[src/rtl/core/cmm_rx_pkg.sv]
package cmm_rx_pkg;

    localparam int OP_W     = 2;
    localparam int ID_W     = 11;
    localparam int DATA_W   = 64;
    localparam int MASK_W   = 15;
    localparam int STATUS_W = 3;
    localparam int MBOX_W   = 4;
    localparam int COUNT_W  = 4;
    localparam int MODE_W   = 2;
    localparam int PICK_IDX_W = 5;

    localparam logic [OP_W-1:0] OP_CLAIM = 2'd0;
    localparam logic [OP_W-1:0] OP_SEND  = 2'd1;
    localparam logic [OP_W-1:0] OP_EVENT = 2'd2;
    localparam logic [OP_W-1:0] OP_READ  = 2'd3;

    localparam logic [MODE_W-1:0] MODE_OFF = 2'd0;
    localparam logic [MODE_W-1:0] MODE_RX  = 2'd1;
    localparam logic [MODE_W-1:0] MODE_TX  = 2'd2;

    localparam logic [STATUS_W-1:0] ST_CLAIMED     = 3'd0;
    localparam logic [STATUS_W-1:0] ST_NO_FREE     = 3'd1;
    localparam logic [STATUS_W-1:0] ST_RX_QUEUED   = 3'd2;
    localparam logic [STATUS_W-1:0] ST_RX_DROPPED  = 3'd3;
    localparam logic [STATUS_W-1:0] ST_TX_RELEASED = 3'd4;
    localparam logic [STATUS_W-1:0] ST_NO_FLAG     = 3'd5;
    localparam logic [STATUS_W-1:0] ST_READ_OK     = 3'd6;
    localparam logic [STATUS_W-1:0] ST_READ_EMPTY  = 3'd7;

    typedef struct packed {
        logic                  found;
        logic [PICK_IDX_W-1:0] idx;
    } pick_t;

endpackage

[src/rtl/core/cmm_rx_ram.sv]
module cmm_rx_ram #(
    parameter int WIDTH = 75,
    parameter int DEPTH = 8
) (
    input  logic                     aclk,
    input  logic                     we,
    input  logic [$clog2(DEPTH)-1:0] waddr,
    input  logic [WIDTH-1:0]         wdata,
    input  logic                     re,
    input  logic [$clog2(DEPTH)-1:0] raddr,
    output logic [WIDTH-1:0]         rdata
);

    logic [WIDTH-1:0] mem [DEPTH];
    logic [WIDTH-1:0] rdata_reg;

    always_ff @(posedge aclk) begin
        if (we) begin
            mem[waddr] <= wdata;
        end
        if (re) begin
            rdata_reg <= mem[raddr];
        end
    end

    assign rdata = rdata_reg;

endmodule

[src/rtl/core/cmm_rx_pick.sv]
module cmm_rx_pick
    import cmm_rx_pkg::*;
#(
    parameter int WIDTH = 15
) (
    input  logic [WIDTH-1:0] req,
    output pick_t            pick
);

    // lowest set request wins
    always_comb begin
        pick = '0;
        for (int i = WIDTH - 1; i >= 0; i--) begin
            if (req[i]) begin
                pick.found = 1'b1;
                pick.idx   = PICK_IDX_W'(i);
            end
        end
    end

endmodule

[src/rtl/core/can_mailbox_manager_rx_fifo_top.sv]
// Channel | Direction | Fields
// s_      | in        | operation, msg_id, payload, rx_done_mask, tx_done_mask
// m_      | out       | status, mailbox, out_id, out_payload, frames_waiting
//
// One item is accepted per cycle unless the m_ side stalls; its result passes
// through one registered pass: input register, mailbox priority pick and FIFO
// RAM port, result register (read data comes from the RAM's own output
// register). Reset is synchronous, active low; it frees all mailboxes and
// empties the FIFO, no clearing pass. A stalled m_ side holds the result and
// backs up into the input register, then drops s_ready.
module can_mailbox_manager_rx_fifo_top
    import cmm_rx_pkg::*;
#(
    parameter int MAILBOXES  = 15,
    parameter int FIFO_DEPTH = 8
) (
    input  logic                aclk,
    input  logic                aresetn,

    input  logic                s_valid,
    output logic                s_ready,
    input  logic [OP_W-1:0]     s_operation,
    input  logic [ID_W-1:0]     s_msg_id,
    input  logic [DATA_W-1:0]   s_payload,
    input  logic [MASK_W-1:0]   s_rx_done_mask,
    input  logic [MASK_W-1:0]   s_tx_done_mask,

    output logic                m_valid,
    input  logic                m_ready,
    output logic [STATUS_W-1:0] m_status,
    output logic [MBOX_W-1:0]   m_mailbox,
    output logic [ID_W-1:0]     m_out_id,
    output logic [DATA_W-1:0]   m_out_payload,
    output logic [COUNT_W-1:0]  m_frames_waiting
);

    // Event flags only reach the first MASK_W mailboxes.
    localparam int EVT_N     = (MAILBOXES < MASK_W) ? MAILBOXES : MASK_W;
    localparam int MB_IDX_W  = (MAILBOXES > 1) ? $clog2(MAILBOXES) : 1;
    localparam int EVT_IDX_W = (EVT_N > 1) ? $clog2(EVT_N) : 1;
    localparam int PTR_W     = $clog2(FIFO_DEPTH);
    localparam int CNT_W     = $clog2(FIFO_DEPTH + 1);
    localparam int ENTRY_W   = ID_W + DATA_W;

    // ---------------- input register ----------------
    logic              in_valid_reg;
    logic [OP_W-1:0]   in_op_reg;
    logic [ID_W-1:0]   in_id_reg;
    logic [DATA_W-1:0] in_payload_reg;
    logic [MASK_W-1:0] in_rxm_reg;
    logic [MASK_W-1:0] in_txm_reg;

    // ---------------- state ----------------
    logic [MODE_W-1:0] mode_reg [MAILBOXES];
    logic [PTR_W-1:0]  rd_ptr_reg, rd_ptr_next;
    logic [PTR_W-1:0]  wr_ptr_reg, wr_ptr_next;
    logic [CNT_W-1:0]  fill_reg, fill_next;

    // ---------------- result register ----------------
    logic                res_valid_reg;
    logic [STATUS_W-1:0] res_status_reg, res_status_next;
    logic [MBOX_W-1:0]   res_mbox_reg, res_mbox_next;
    logic [ID_W-1:0]     res_id_reg, res_id_next;
    logic [DATA_W-1:0]   res_payload_reg, res_payload_next;
    logic                res_from_ram_reg, res_from_ram_next;
    logic [COUNT_W-1:0]  res_count_reg;

    logic advance;
    logic work;

    // The pipe moves when the result slot is empty or being taken.
    assign advance = !res_valid_reg || m_ready;
    assign work    = in_valid_reg && advance;
    assign s_ready = !in_valid_reg || advance;

    always_ff @(posedge aclk) begin
        if (!aresetn) begin
            in_valid_reg <= 1'b0;
        end else if (s_ready) begin
            in_valid_reg <= s_valid;
        end
    end

    always_ff @(posedge aclk) begin
        if (s_ready) begin
            in_op_reg      <= s_operation;
            in_id_reg      <= s_msg_id;
            in_payload_reg <= s_payload;
            in_rxm_reg     <= s_rx_done_mask;
            in_txm_reg     <= s_tx_done_mask;
        end
    end

    // ---------------- mailbox picks ----------------
    logic [MAILBOXES-1:0] free_vec;
    logic [EVT_N-1:0]     rx_evt;
    logic [EVT_N-1:0]     flag_vec;
    pick_t                free_pick;
    pick_t                flag_pick;

    always_comb begin
        for (int i = 0; i < MAILBOXES; i++) begin
            free_vec[i] = (mode_reg[i] == MODE_OFF);
        end
    end

    // Mask bits beyond the mailbox count are ignored.
    assign rx_evt   = in_rxm_reg[EVT_N-1:0];
    assign flag_vec = rx_evt | in_txm_reg[EVT_N-1:0];

    cmm_rx_pick #(.WIDTH(MAILBOXES)) u_free_pick (
        .req  (free_vec),
        .pick (free_pick)
    );

    cmm_rx_pick #(.WIDTH(EVT_N)) u_flag_pick (
        .req  (flag_vec),
        .pick (flag_pick)
    );

    // ---------------- receive FIFO storage ----------------
    logic              ram_we;
    logic              ram_re;
    logic [ENTRY_W-1:0] ram_rdata;

    cmm_rx_ram #(.WIDTH(ENTRY_W), .DEPTH(FIFO_DEPTH)) u_fifo_ram (
        .aclk  (aclk),
        .we    (ram_we),
        .waddr (wr_ptr_reg),
        .wdata ({in_id_reg, in_payload_reg}),
        .re    (ram_re),
        .raddr (rd_ptr_reg),
        .rdata (ram_rdata)
    );

    // ---------------- one pass per item ----------------
    logic                mode_we;
    logic [MB_IDX_W-1:0] mode_widx;
    logic [MODE_W-1:0]   mode_wval;
    logic                fifo_full;
    logic                fifo_empty;

    assign fifo_full  = (fill_reg == CNT_W'(FIFO_DEPTH));
    assign fifo_empty = (fill_reg == '0);

    always_comb begin
        mode_we           = 1'b0;
        mode_widx         = free_pick.idx[MB_IDX_W-1:0];
        mode_wval         = MODE_OFF;
        ram_we            = 1'b0;
        ram_re            = 1'b0;
        rd_ptr_next       = rd_ptr_reg;
        wr_ptr_next       = wr_ptr_reg;
        fill_next         = fill_reg;
        res_status_next   = ST_NO_FREE;
        res_mbox_next     = '0;
        res_id_next       = '0;
        res_payload_next  = '0;
        res_from_ram_next = 1'b0;

        unique case (in_op_reg)
            OP_CLAIM, OP_SEND: begin
                if (free_pick.found) begin
                    mode_we         = work;
                    mode_wval       = (in_op_reg == OP_SEND) ? MODE_TX : MODE_RX;
                    res_status_next = ST_CLAIMED;
                    res_mbox_next   = MBOX_W'(free_pick.idx);
                    res_id_next     = in_id_reg;
                    if (in_op_reg == OP_SEND) begin
                        res_payload_next = in_payload_reg;
                    end
                end
            end
            OP_EVENT: begin
                res_status_next = ST_NO_FLAG;
                if (flag_pick.found) begin
                    mode_we       = work;
                    mode_widx     = MB_IDX_W'(flag_pick.idx[EVT_IDX_W-1:0]);
                    res_mbox_next = MBOX_W'(flag_pick.idx);
                    // receive-done wins over transmit-done in the same mailbox
                    if (rx_evt[flag_pick.idx[EVT_IDX_W-1:0]]) begin
                        mode_wval = MODE_RX;
                        if (fifo_full) begin
                            res_status_next = ST_RX_DROPPED;
                        end else begin
                            ram_we          = work;
                            wr_ptr_next     = (wr_ptr_reg == PTR_W'(FIFO_DEPTH - 1))
                                              ? '0 : wr_ptr_reg + 1'b1;
                            fill_next       = fill_reg + 1'b1;
                            res_status_next = ST_RX_QUEUED;
                        end
                    end else begin
                        mode_wval       = MODE_OFF;
                        res_status_next = ST_TX_RELEASED;
                    end
                end
            end
            OP_READ: begin
                if (fifo_empty) begin
                    res_status_next = ST_READ_EMPTY;
                end else begin
                    ram_re            = work;
                    rd_ptr_next       = (rd_ptr_reg == PTR_W'(FIFO_DEPTH - 1))
                                        ? '0 : rd_ptr_reg + 1'b1;
                    fill_next         = fill_reg - 1'b1;
                    res_status_next   = ST_READ_OK;
                    res_from_ram_next = 1'b1;
                end
            end
            default: begin
                res_status_next = ST_NO_FREE;
            end
        endcase
    end

    // ---------------- state update ----------------
    always_ff @(posedge aclk) begin
        if (!aresetn) begin
            for (int i = 0; i < MAILBOXES; i++) begin
                mode_reg[i] <= MODE_OFF;
            end
            rd_ptr_reg <= '0;
            wr_ptr_reg <= '0;
            fill_reg   <= '0;
        end else begin
            if (mode_we) begin
                mode_reg[mode_widx] <= mode_wval;
            end
            if (work) begin
                rd_ptr_reg <= rd_ptr_next;
                wr_ptr_reg <= wr_ptr_next;
                fill_reg   <= fill_next;
            end
        end
    end

    // ---------------- result register ----------------
    always_ff @(posedge aclk) begin
        if (!aresetn) begin
            res_valid_reg <= 1'b0;
        end else if (advance) begin
            res_valid_reg <= in_valid_reg;
        end
    end

    always_ff @(posedge aclk) begin
        if (work) begin
            res_status_reg   <= res_status_next;
            res_mbox_reg     <= res_mbox_next;
            res_id_reg       <= res_id_next;
            res_payload_reg  <= res_payload_next;
            res_from_ram_reg <= res_from_ram_next;
            res_count_reg    <= COUNT_W'(fill_next);
        end
    end

    // Popped frames come straight from the RAM output register; it holds
    // while the result waits because the RAM reads only when the pipe moves.
    assign m_valid          = res_valid_reg;
    assign m_status         = res_status_reg;
    assign m_mailbox        = res_mbox_reg;
    assign m_out_id         = res_from_ram_reg ? ram_rdata[ENTRY_W-1:DATA_W] : res_id_reg;
    assign m_out_payload    = res_from_ram_reg ? ram_rdata[DATA_W-1:0] : res_payload_reg;
    assign m_frames_waiting = res_count_reg;

endmodule

[config.mk]
export PLATFORM = sky130hd
export DESIGN_NAME = can_mailbox_manager_rx_fifo_top
export DESIGN_NICKNAME = d
export VERILOG_FILES = /design/src/rtl/core/cmm_rx_pkg.sv /design/src/rtl/core/cmm_rx_ram.sv /design/src/rtl/core/cmm_rx_pick.sv /design/src/rtl/core/can_mailbox_manager_rx_fifo_top.sv
export SDC_FILE = /design/constraint.sdc
export NUM_CORES = 1
export LEC_CHECK = 0
export BUFFER_PORTS_ARGS = -buffer_cell sky130_fd_sc_hd__buf_2
export CAP_MARGIN = 20
export CELL_PAD_IN_SITES_DETAIL_PLACEMENT = 0
export CELL_PAD_IN_SITES_GLOBAL_PLACEMENT = 1
export CORE_MARGIN = 2
export CORE_UTILIZATION = 53
export DETAILED_ROUTE_END_ITERATION = 12
export GPL_ROUTABILITY_DRIVEN = 0
export PLACE_DENSITY = 0.9
export SYNTH_ARGS = -nofsm -noshare
export SYNTH_HDL_FRONTEND = slang
export SYNTH_HIERARCHICAL = 1
export SYNTH_SLANG_ARGS = --single-unit
[constraint.sdc]
create_clock -name aclk -period 10.2 [get_ports aclk]
set_input_delay 2.04 -clock aclk [delete_from_list [all_inputs] [get_ports aclk]]
set_output_delay 2.04 -clock aclk [all_outputs]
set_load 0.1 [all_outputs]
* Yosys cells after proc, flatten, opt, wreduce, memory -nomap -nowiden
Memory sizes are Yosys's and may differ from the RTL's. A register that Yosys moved wholly into a read port is not among the register bits.
Index checks and enable logic that the tools add are counted.
** Word-level totals
- Flip-flop bits (word level) :: 206
- Memory bits (writable) :: 630
- Bits of input ports :: 111
- Output and inout port bits :: 88
- Word-level logic and storage cells :: 136
- Memories kept :: 2
** Cells by class
- Add/subtract/negate cells :: 4
- $lt $le $gt $ge :: 1
- Eq/ne operators :: 6
- Mux-type cells :: 76
- Bitwise gates (word level) :: 3
- Reduce and logical (&&, ||, !) cells :: 28
** Memory list
- u_fifo_ram.mem :: depth 8, width 75, rd ports 1, clocked after Yosys merged registers in 1, write ports 1, RTL line cmm_rx_ram.sv:14 : logic [WIDTH-1:0] mem [DEPTH];
- mode_reg :: depth 15, width 2, rd ports 15, clocked after Yosys merged registers in 0, write ports 15, RTL line can_mailbox_manager_rx_fifo_top.sv:54 : logic [MODE_W-1:0] mode_reg [MAILBOXES];
** Operators by type and width (count)
- 6-bit 2-to-1 mux :: 30
- 64-bit 2-to-1 mux :: 1
- 4-bit 2-to-1 mux :: 9
- 2-bit logical NOT :: 16
- 1-bit 2-to-1 mux :: 22
- 4-bit case mux with 2 select lines :: 2
- 15-bit bitwise OR :: 1
- 3-bit 2-to-1 mux :: 4
- 11-bit 2-to-1 mux :: 1
- 3-bit case mux with 3 select lines :: 1
- 3-bit by 1-bit adder with 3-bit output, second input constant :: 2
- 3-bit equality test, second input constant :: 2
- 2-bit 2-to-1 mux :: 3
- 3-bit AND reduction :: 2
- 4-bit by 5-bit < comparator with 1-bit output, second input constant :: 1
- 5-bit AND reduction :: 1
- 4-bit by 1-bit adder with 4-bit output, second input constant :: 1
- 1-bit binary-select mux with 4-bit select :: 1
- 2-bit equality test, second input constant :: 2
- 4-bit equality test, second input constant :: 1
- 4-bit logical NOT :: 1
- 2-bit case mux with 2 select lines :: 1
- 2-bit OR reduction :: 2
- 4-bit by 1-bit subtractor with 4-bit output, second input constant :: 1
- other kinds (7) :: 10

* Logic depth before layout (Yosys ltp)
Gate-level depths: netlist (run 1).
An unclocked memory read counts as a cell.
- Depth in word-level cells :: 24
- Mapped depth :: 12
- Depth with buffers taken out :: 10

* Cells and area by module
The synthesis (run 1) kept the hierarchy.
** Modules (own cells, without submodules)
- cmm_rx_ram :: instances 1, cells an instance 955, area an instance 24800.0 um^2, sequential area each 20269.4 um^2
- can_mailbox_manager_rx_fifo_top :: instances 1, cells an instance 644, area an instance 9836.9 um^2, sequential area each 6966.7 um^2
- cmm_rx_pick :: instances 2, cells an instance 30, area an instance 191.4 um^2, sequential area each 0.0 um^2

* Least setup slack after synthesis (run 1)
Ideal clock, no wire load.
- Path kind :: input to register
- Start point :: in m_ready
- End point :: mem u_fifo_ram.mem[4][0] (enable)
- Library setup time :: 0.600 ns
- Arrival time :: 8.075 ns
- Data required time :: 9.600 ns
- Slack :: 1.524 ns
- Stages on the path :: 5
- Path buffers :: 0
- Path through :: nand2b_1 -> nand2_1 -> a2111oi_4 -> nand2_1 -> nor3_1
** Between the ends
- Word-level cells in the longest chain between the ends :: 8
** RTL lines
- from (decl) :: RTL line can_mailbox_manager_rx_fifo_top.sv:29 : input logic m_ready,
- 1-bit logical OR :: RTL line can_mailbox_manager_rx_fifo_top.sv:72 : assign advance = !res_valid_reg || m_ready;
- 1-bit logical AND :: RTL line can_mailbox_manager_rx_fifo_top.sv:73 : assign work = in_valid_reg && advance;
- 1-bit 2-to-1 mux :: RTL line can_mailbox_manager_rx_fifo_top.sv:183 : if (fifo_full) begin
- 1-bit 2-to-1 mux :: RTL line can_mailbox_manager_rx_fifo_top.sv:181 : if (rx_evt[flag_pick.idx[EVT_IDX_W-1:0]]) begin
- 1-bit 2-to-1 mux :: RTL line can_mailbox_manager_rx_fifo_top.sv:176 : if (flag_pick.found) begin
- 1-bit 2-to-1 mux :: RTL line can_mailbox_manager_rx_fifo_top.sv:161 : unique case (in_op_reg)
- via ram_we :: RTL line can_mailbox_manager_rx_fifo_top.sv:122 : logic ram_we;
- 1-bit 2-to-1 mux :: RTL line cmm_rx_ram.sv:18 : if (we) begin
- 1-bit 2-to-1 mux (not written as such) :: RTL line cmm_rx_ram.sv:19 : mem[waddr] <= wdata;
- to (decl) :: RTL line cmm_rx_ram.sv:14
The timed path passes the listed nets, and every way through them passes these cells.

==> results of run 1 <==
==> cell type report <==
class	count	area, um2
clock buffer	115	2390
fill	4306	25400
tap	864	1080
inverter	13	53.8
multi-input combinational	648	7360
sequential	911	27200
clock inverter	51	729
timing repair buffer	227	1250
==> placed cells by master, fill, tap and decap left out, types with 3 or more instances in the layout <==
cell,count
clkinv_1,11
a21oi_1,10
clkinv_8,3
clkbuf_16,89
nand2b_1,16
clkbuf_8,7
edfxtp_1,899
nor2_1,53
o21ai_1,11
ha_1,6
nor3b_1,4
nor2_4,6
bufinv_16,13
a31oi_1,6
nor4_1,17
nand3_1,5
o21ai_0,8
a22o_1,3
or2_2,15
o21a_1,6
clkinv_2,11
clkinv_16,3
mux2i_1,11
nor2b_1,11
and2_1,13
buf_4,25
nand2_1,22
clkbuf_1,19
dfxtp_4,3
clkinvlp_4,5
mux2_2,150
mux4_2,152
and3_1,66
inv_1,11
dfxtp_1,9
nor3_1,11
buf_2,199
==> power by group through the flow <==
stage,Sequential [mW],Clock [mW],Combinational [mW]
after detailed placement,4.31,0,0.336
after global placement,4.30,0,0.333
final,4.23,3.44,0.338
after CTS,4.23,3.49,0.340
after floorplan,4.30,0,0.237
after global routing,4.24,3.63,0.354
==> through the flow <==
stage | hold WS, ns | instance area (um2) | std cells | setup WS, ns
6_report | 0.565 | 40100 | 2829 | 4.56
5_1_grt | 0.618 | 40100 | 2829 | 4.25
4_1_cts | 0.557 | 40100 | 2826 | 4.50
3_5_place_dp | 0.544 | 37000 | 2660 | 4.49
3_3_place_gp | 0.533 | 36900 | 2659 | 4.55
2_1_floorplan | 0.458 | 35000 | 1655 | 1.52
==> per-layer routing <==
metal  vias to the layer above  wire, um  track usage
met2                       740     37400        0.370
met4                         2      1900       0.0694
met3                       139      5060       0.0395
met1                      8723     28900        0.288
li1                       7248         -            -
met5                         -        15            0
==> path summary, 6_finish.rpt <==
path,from,end,slack (ns),cells past startpoint
worst max register to register,in_rxm_reg[11]$_DFFE_PP_,u_fifo_ram/mem[7][52]$_DFFE_PP_,4.56,11
worst min-delay path,fill_reg[0]$_SDFFE_PN0N_,fill_reg[0]$_SDFFE_PN0N_,0.56,2
worst min register to register,fill_reg[0]$_SDFFE_PN0N_,fill_reg[0]$_SDFFE_PN0N_,0.56,2
worst max-delay path,in_rxm_reg[11]$_DFFE_PP_,u_fifo_ram/mem[7][52]$_DFFE_PP_,4.56,11
==> critical path: stages (launching register included) <==
cell and delay, ns:
edfxtp_1 0.38, or2_2 0.33, or4_4 0.56, o21a_1 0.19
nor2_1 0.45, nor2b_1 0.13, a221oi_2 0.29, o21ai_2 0.18
a2111oi_4 0.63, nand2_1 0.38, nor2_4 0.86, buf_4 0.80
==> flow_metrics.tcl, run 1 <==
set metrics [dict create \
    hold_violations 0 \
    synth_area_um2 35000 \
    grtUsageTotal 0.217 \
    fin_crit_sh 0.553 \
    start_kind "register" \
    cap_violations 0 \
    p_seq_frac 0.529 \
    relSlewSlack 0.254 \
    hp-class "register to register" \
    finalWirelength_mm 73.3 \
    p_switching_mw 1.73 \
    portBuffers 198 \
    post-dp-hpwl_mm 38.2 \
    drt_pass1_iterations 5 \
    synth_fp_nets 1772 \
    drive_gt1_frac 0.361 \
    path_clk_slew_ns 0.06 \
    row_count 94 \
    nNetsFinal 2007 \
    cp-end-kind "register" \
    status "complete, no violations" \
    antenna_left 0 \
    peakVddDrop_uv 141 \
    rsz0062_at_grt "false" \
    yosysWarnings 6 \
    combPwrFrac 0.042 \
    fmaxAchievable_mhz 177 \
    clkPwrFrac 0.429 \
    grt_pass1_wl_mm 109 \
    setup_tns_ns 0 \
    die-height_um 261 \
    fin_total_pwr_mw 8.00 \
    power.leakage_nw 13.1 \
    numCtsBuffers 89 \
    viasPerCell 5.96 \
    post_drt_wl_per_cell_um 25.9 \
    crit_path_max_fanout 49 \
    dieArea_um2 68100 \
    holdBufCountCts 0 \
    vias 16900 \
    core_area_um2 65500 \
    internal-power_mw 6.28 \
    initial_utilization 0.534 \
    largest_reg_flops 600 \
    setup_viol 0 \
    syn_inst 1655 \
    io_pins 199 \
    cts-root-buf "clkbuf_16" \
    cts.sinks 911 \
    post-route-util 0.612 \
    worstPathArrival_ns 5.88 \
    synth_area_per_cell_um2 21.1 \
    die_w_um 261 \
    cts.path.max_buffers 3 \
    drc 0 \
    drt_first_iter_violations 1579 \
    post_cts_buffers 0 \
    report.final.slew_viol_count 0 \
    cp.required_ns 10.44 \
    power_density_nw_per_um2 199 \
    grt_max_degree 90 \
    tightestPinTransition_ns 1.12 \
    antenna_found_initial 1 \
    p_sw_frac 0.216 \
    diodes 0 \
    clock-skew-final_ns 0.0433 \
    clk-insertion-delay-late_ns 0.66 \
    synthToLayoutAreaGrowth_pct 14.6 \
    grt_overflow 0 \
    first_global_vias 17800 \
    tritoncts "built" \
    ctsResizeCount 0 \
    htreeDepth 3 \
    layout_min_cycle_time_ns 5.64 \
    crit_type "register to register" \
]
Power figures use the tool's default switching activity.
==> run 2, diff against run 1 <==
==> constraint.sdc (replaced) <==
create_clock -name aclk -period 5.4 [get_ports aclk]
set_input_delay 1.08 -clock aclk [delete_from_list [all_inputs] [get_ports aclk]]
set_output_delay 1.08 -clock aclk [all_outputs]
set_load 0.1 [all_outputs]
==> flow_metrics.tcl, run 2 (synthesis gave the netlist of run 1 again) <==
set metrics [dict create \
    viasPerCell 6.01 \
    r2r_setup_slack_ns 0.77 \
    hold_ws_ns 0.558 \
    finalWirelength_mm 75.5 \
    timing.rr.end "u_fifo_ram/mem[4][48]$_DFFE_PP_" \
    power_density_nw_per_um2 365 \
    cp.required_ns 5.67 \
    synthToLayoutAreaGrowth_pct 13.9 \
    status "complete, no violations" \
    report.final.slew_viol_count 0 \
    clk-insertion-delay-late_ns 0.64 \
    path_clk_slew_ns 0.06 \
    post_cts_buffers 0 \
    drive_gt1_frac 0.352 \
    grt_max_degree 96 \
    fin_crit_sh 0.857 \
    setup_ws_ns 0.774 \
    antenna_left 0 \
    final_cell_mix "edfxtp_1 (899), buf_2 (198), mux4_2 (152)" \
    cts-root-buf "clkbuf_16" \
    clock-skew-final_ns 0.0168 \
    r2r.worst_path.cells 11 \
    grt_overflow 0 \
    hp-class "register to register" \
    cp_slowest_cell "buf_4" \
    row_count 94 \
    drt_first_iter_violations 1830 \
    start_kind "register" \
    cap_violations 0 \
    relSlewSlack 0.303 \
    core_area_um2 65500 \
    post-route-util 0.608 \
    post_drt_wl_per_cell_um 26.7 \
    cp_cell_sequence "or2_2 -> or4_4 -> o21a_1 -> nor2_1 -> nor2b_1 -> a221oi_2 -> o21ai_2 -> a2111oi_4 -> nand2_1 -> nor3_4 -> buf_4" \
    holdBufCountCts 0 \
    htreeDepth 3 \
    cts.sinks 911 \
    io_pins 199 \
    worstPathArrival_ns 4.89 \
    portBuffers 198 \
    nNetsFinal 2007 \
    cts.path.max_buffers 3 \
    slowest_delay_ns 0.62 \
    dieArea_um2 68100 \
    critPathCapture "u_fifo_ram/mem[4][48]$_DFFE_PP_" \
    die-height_um 261 \
    hold_violations 0 \
    largest_reg_flops 600 \
    power.leakage_nw 13.0 \
    fmaxAchievable_mhz 216 \
    layout_min_cycle_time_ns 4.63 \
    tightestPinTransition_ns 1.04 \
    dp_slack_ns 0.831 \
    drc 0 \
    first_global_vias 17700 \
    initial_utilization 0.534 \
    antenna_found_initial 2 \
    ctsResizeCount 0 \
    r2r_start "in_rxm_reg[11]$_DFFE_PP_" \
    die_w_um 261 \
    crit_type "register to register" \
    post-dp-hpwl_mm 38.7 \
    worstHoldStart "fill_reg[0]$_SDFFE_PN0N_" \
    cp-end-kind "register" \
    grtUsageTotal 0.222 \
    drt_pass1_iterations 5 \
    numCtsBuffers 90 \
    grt_pass1_wl_mm 112 \
    crit_path_max_fanout 44 \
    tritoncts "built" \
    rsz0062_at_grt "false" \
    vias 17000 \
    startpoint "in_rxm_reg[11]$_DFFE_PP_" \
    setup_viol 0 \
    final_common_cell "edfxtp_1" \
    peakVddDrop_uv 271 \
]
run 2: worst min-delay path by stage:
stage	to	slack [ns]	depth (start not counted)
after floorplan	rd_ptr_reg[2]$_SDFFE_PN0P_	0.46	2
after global placement	fill_reg[0]$_SDFFE_PN0N_	0.54	2
after detailed placement	fill_reg[0]$_SDFFE_PN0N_	0.55	2
after CTS	fill_reg[0]$_SDFFE_PN0N_	0.56	2
after global routing	wr_ptr_reg[2]$_SDFFE_PN0P_	0.59	2
final	fill_reg[0]$_SDFFE_PN0N_	0.56	2
run 2: cell type report:
| cell class | instances | area (um2) |
|---|---|---|
| multi-input cells | 648 | 7380 |
| flip-flops and latches | 911 | 27200 |
| clock buffers | 110 | 2350 |
| fillers | 4275 | 25700 |
| diodes | 3 | 7.51 |
| well taps | 864 | 1080 |
| inverters | 13 | 53.8 |
| clock inverters | 53 | 409 |
| repair buffers | 226 | 1330 |
run 2: critical path, delay by kind of cell, from the launching register on:
family	cells	cell delay, ns
AND/OR/NAND/NOR	6	2.03
buffers and inverters	1	0.62
AO/OA/AOI/OAI	4	1.19
flip-flops	1	0.38
run 2: per-layer routing:
layer  vias to the layer above  global-route usage  wire length, um
li1                       7247                   -                -
met1                      8804               0.294            29200
met2                       836               0.376            38500
met3                       114              0.0463             5960
met4                         4              0.0652             1820
met5                         -                   0               26
run 2: stage by stage:
stage | cells | instance area [um2] | TNS, ns | power (mW)
6_report | 2828 | 39900 | 0 | 14.6
5_1_grt | 2825 | 39800 | 0 | 14.9
4_1_cts | 2823 | 39800 | 0 | 14.6
3_5_place_dp | 2660 | 37000 | 0 | 8.77
3_3_place_gp | 2660 | 37000 | 0 | 8.75
2_1_floorplan | 1655 | 35000 | -695.77 | 8.58
run 2: power breakdown:
group          leakage, nW  switching, mW  internal, mW
Combinational         3.22          0.470         0.167
Sequential            8.43          0.115          7.88
Clock                 1.35           2.61          3.30
Total                 13.0           3.20          11.4
==> run 3, diff against run 2 <==
--- a/config.mk
+++ b/config.mk
@@ -10,10 +10,10 @@
 export CELL_PAD_IN_SITES_DETAIL_PLACEMENT = 0
 export CELL_PAD_IN_SITES_GLOBAL_PLACEMENT = 1
 export CORE_MARGIN = 2
-export CORE_UTILIZATION = 53
+export CORE_UTILIZATION = 45
 export DETAILED_ROUTE_END_ITERATION = 12
 export GPL_ROUTABILITY_DRIVEN = 0
-export PLACE_DENSITY = 0.9
+export PLACE_DENSITY = 0.8
 export SYNTH_ARGS = -nofsm -noshare
 export SYNTH_HDL_FRONTEND = slang
 export SYNTH_HIERARCHICAL = 1
==> flow_metrics.tcl, run 3 (synthesis gave the netlist of run 1 again) <==
set metrics [dict create \
    status "complete, no violations" \
    report.final.slew_viol_count 0 \
    internal-power_mw 11.8 \
    area.sequential_um2 27200 \
    fillers 5836 \
    io_pins 199 \
    cap_violations 0 \
    portBuffers 198 \
    drt_pass1_iterations 5 \
    htreeDepth 3 \
    relSlewSlack 0.285 \
    cp_slowest_cell "a311oi_1" \
    setup_ws_ns 0.533 \
    drc 0 \
    die-height_um 283 \
    worstHoldStart "in_valid_reg$_SDFFE_PN0P_" \
    path_clk_slew_ns 0.06 \
    clock-skew-final_ns 0.0306 \
    grt_max_degree 89 \
    slowest_delay_ns 0.85 \
    hold_violations 0 \
    cp_cell_sequence "or2_2 -> nor2b_1 -> o21ai_0 -> a311oi_1 -> buf_4 -> mux2i_1 -> o211ai_2 -> o211ai_4 -> a2111oi_4 -> nand2b_1 -> nor2_4 -> buf_12" \
    r2r_start "in_rxm_reg[12]$_DFFE_PP_" \
    fmaxAchievable_mhz 205 \
    cp_top_family "compound AO/OA/AOI/OAI gates" \
    startpoint "in_rxm_reg[12]$_DFFE_PP_" \
    multi_input_area_um2 7380 \
    synthToLayoutAreaGrowth_pct 15.5 \
    cts.sinks 911 \
    power.leakage_nw 13.1 \
    drive_gt1_frac 0.360 \
    vias 16500 \
    antenna_found_initial 6 \
    holdBufCountCts 0 \
    drt_first_iter_violations 1133 \
    critPathBufInv 2 \
    peakVddDrop_uv 279 \
    hp-class "register to register" \
    crit_cells 12 \
    layout_min_cycle_time_ns 4.87 \
    initial_utilization 0.453 \
    tritoncts "built" \
    first_global_vias 17500 \
    grtUsageTotal 0.179 \
    diodes 0 \
    crit_type "register to register" \
    cp.required_ns 5.72 \
    hold_ws_ns 0.580 \
    ctsResizeCount 0 \
    rsz0062_at_grt "false" \
    final_cell_mix "edfxtp_1 (899), buf_2 (199), mux4_2 (152)" \
    tightestPinTransition_ns 1.07 \
    setup_viol 0 \
    row_count 102 \
    final_common_cell "edfxtp_1" \
    fin_total_pwr_mw 15.0 \
    power_density_nw_per_um2 371 \
    clk-insertion-delay-late_ns 0.66 \
    post_drt_wl_per_cell_um 23.5 \
    p_sw_frac 0.215 \
    core_area_um2 77200 \
    grt_overflow 0 \
    largest_reg_flops 600 \
    dp_slack_ns 0.575 \
    fin_crit_sh 0.901 \
    finalWirelength_mm 70.5 \
    antenna_left 0 \
    p_switching_mw 3.23 \
    combPwrFrac 0.042 \
    post_cts_buffers 0 \
    clkPwrFrac 0.425 \
    worstPathArrival_ns 5.19 \
    start_kind "register" \
    nNetsFinal 2007 \
    cts.path.max_buffers 3 \
    r2r.worst_path.cells 12 \
    numCtsBuffers 90 \
    crit_path_max_fanout 31 \
    viasPerCell 5.49 \
    cp-end-kind "register" \
    p_seq_frac 0.533 \
    post-dp-hpwl_mm 39.4 \
    die_w_um 283 \
    cts-root-buf "clkbuf_16" \
    dieArea_um2 80000 \
    min_path_cells 1 \
    grt_pass1_wl_mm 107 \
]
[run 3: final cells by class]
type,instances,share of cell area
flip-flops and latches,911,0.674
multi-input cells,648,0.182
clock buffers,107,0.0573
repair buffers,226,0.0346
well taps,1040,0.0322
clock inverters,58,0.0180
inverters,13,0.00133
[run 3: worst paths after layout]
check / end / slack, ns
max: u_fifo_ram/mem[1][67]$_DFFE_PP_ / 0.53
min: m_valid$_SDFFE_PN0N_ / 0.58
max reg2reg: u_fifo_ram/mem[1][67]$_DFFE_PP_ / 0.53
min reg2reg: m_valid$_SDFFE_PN0N_ / 0.58
[run 3: stage by stage]
| step | setup TNS (ns) | area [um2] | std cells | util |
|---|---|---|---|---|
| detailed placement | 0 | 37400 | 2836 | 0.484 |
| CTS | 0 | 40400 | 3001 | 0.523 |
| floorplan | -695.77 | 35000 | 1655 | - |
| global route | 0 | 40400 | 3003 | 0.524 |
| finish | 0 | 40400 | 3003 | 0.524 |
| global placement | 0 | 37400 | 2836 | 0.484 |
[run 3: power groups by stage]
stage / clock, mW / combinational [mW] / sequential [mW]
after global routing: 6.78 / 0.668 / 8.01
after global placement: 0 / 0.629 / 8.13
after detailed placement: 0 / 0.636 / 8.15
final: 6.37 / 0.635 / 7.99
after floorplan: 0 / 0.449 / 8.13
after CTS: 6.50 / 0.639 / 8.00
[run 3: metal layers]
| layer | vias to the layer above | share of wire | track usage |
|---|---|---|---|
| met1 | 8570 | 0.42 | 0.238 |
| met2 | 531 | 0.50 | 0.302 |
| met3 | 107 | 0.066 | 0.0363 |
| met5 | - | 0.00087 | 0 |
| li1 | 7255 | - | - |
| met4 | 10 | 0.019 | 0.0522 |
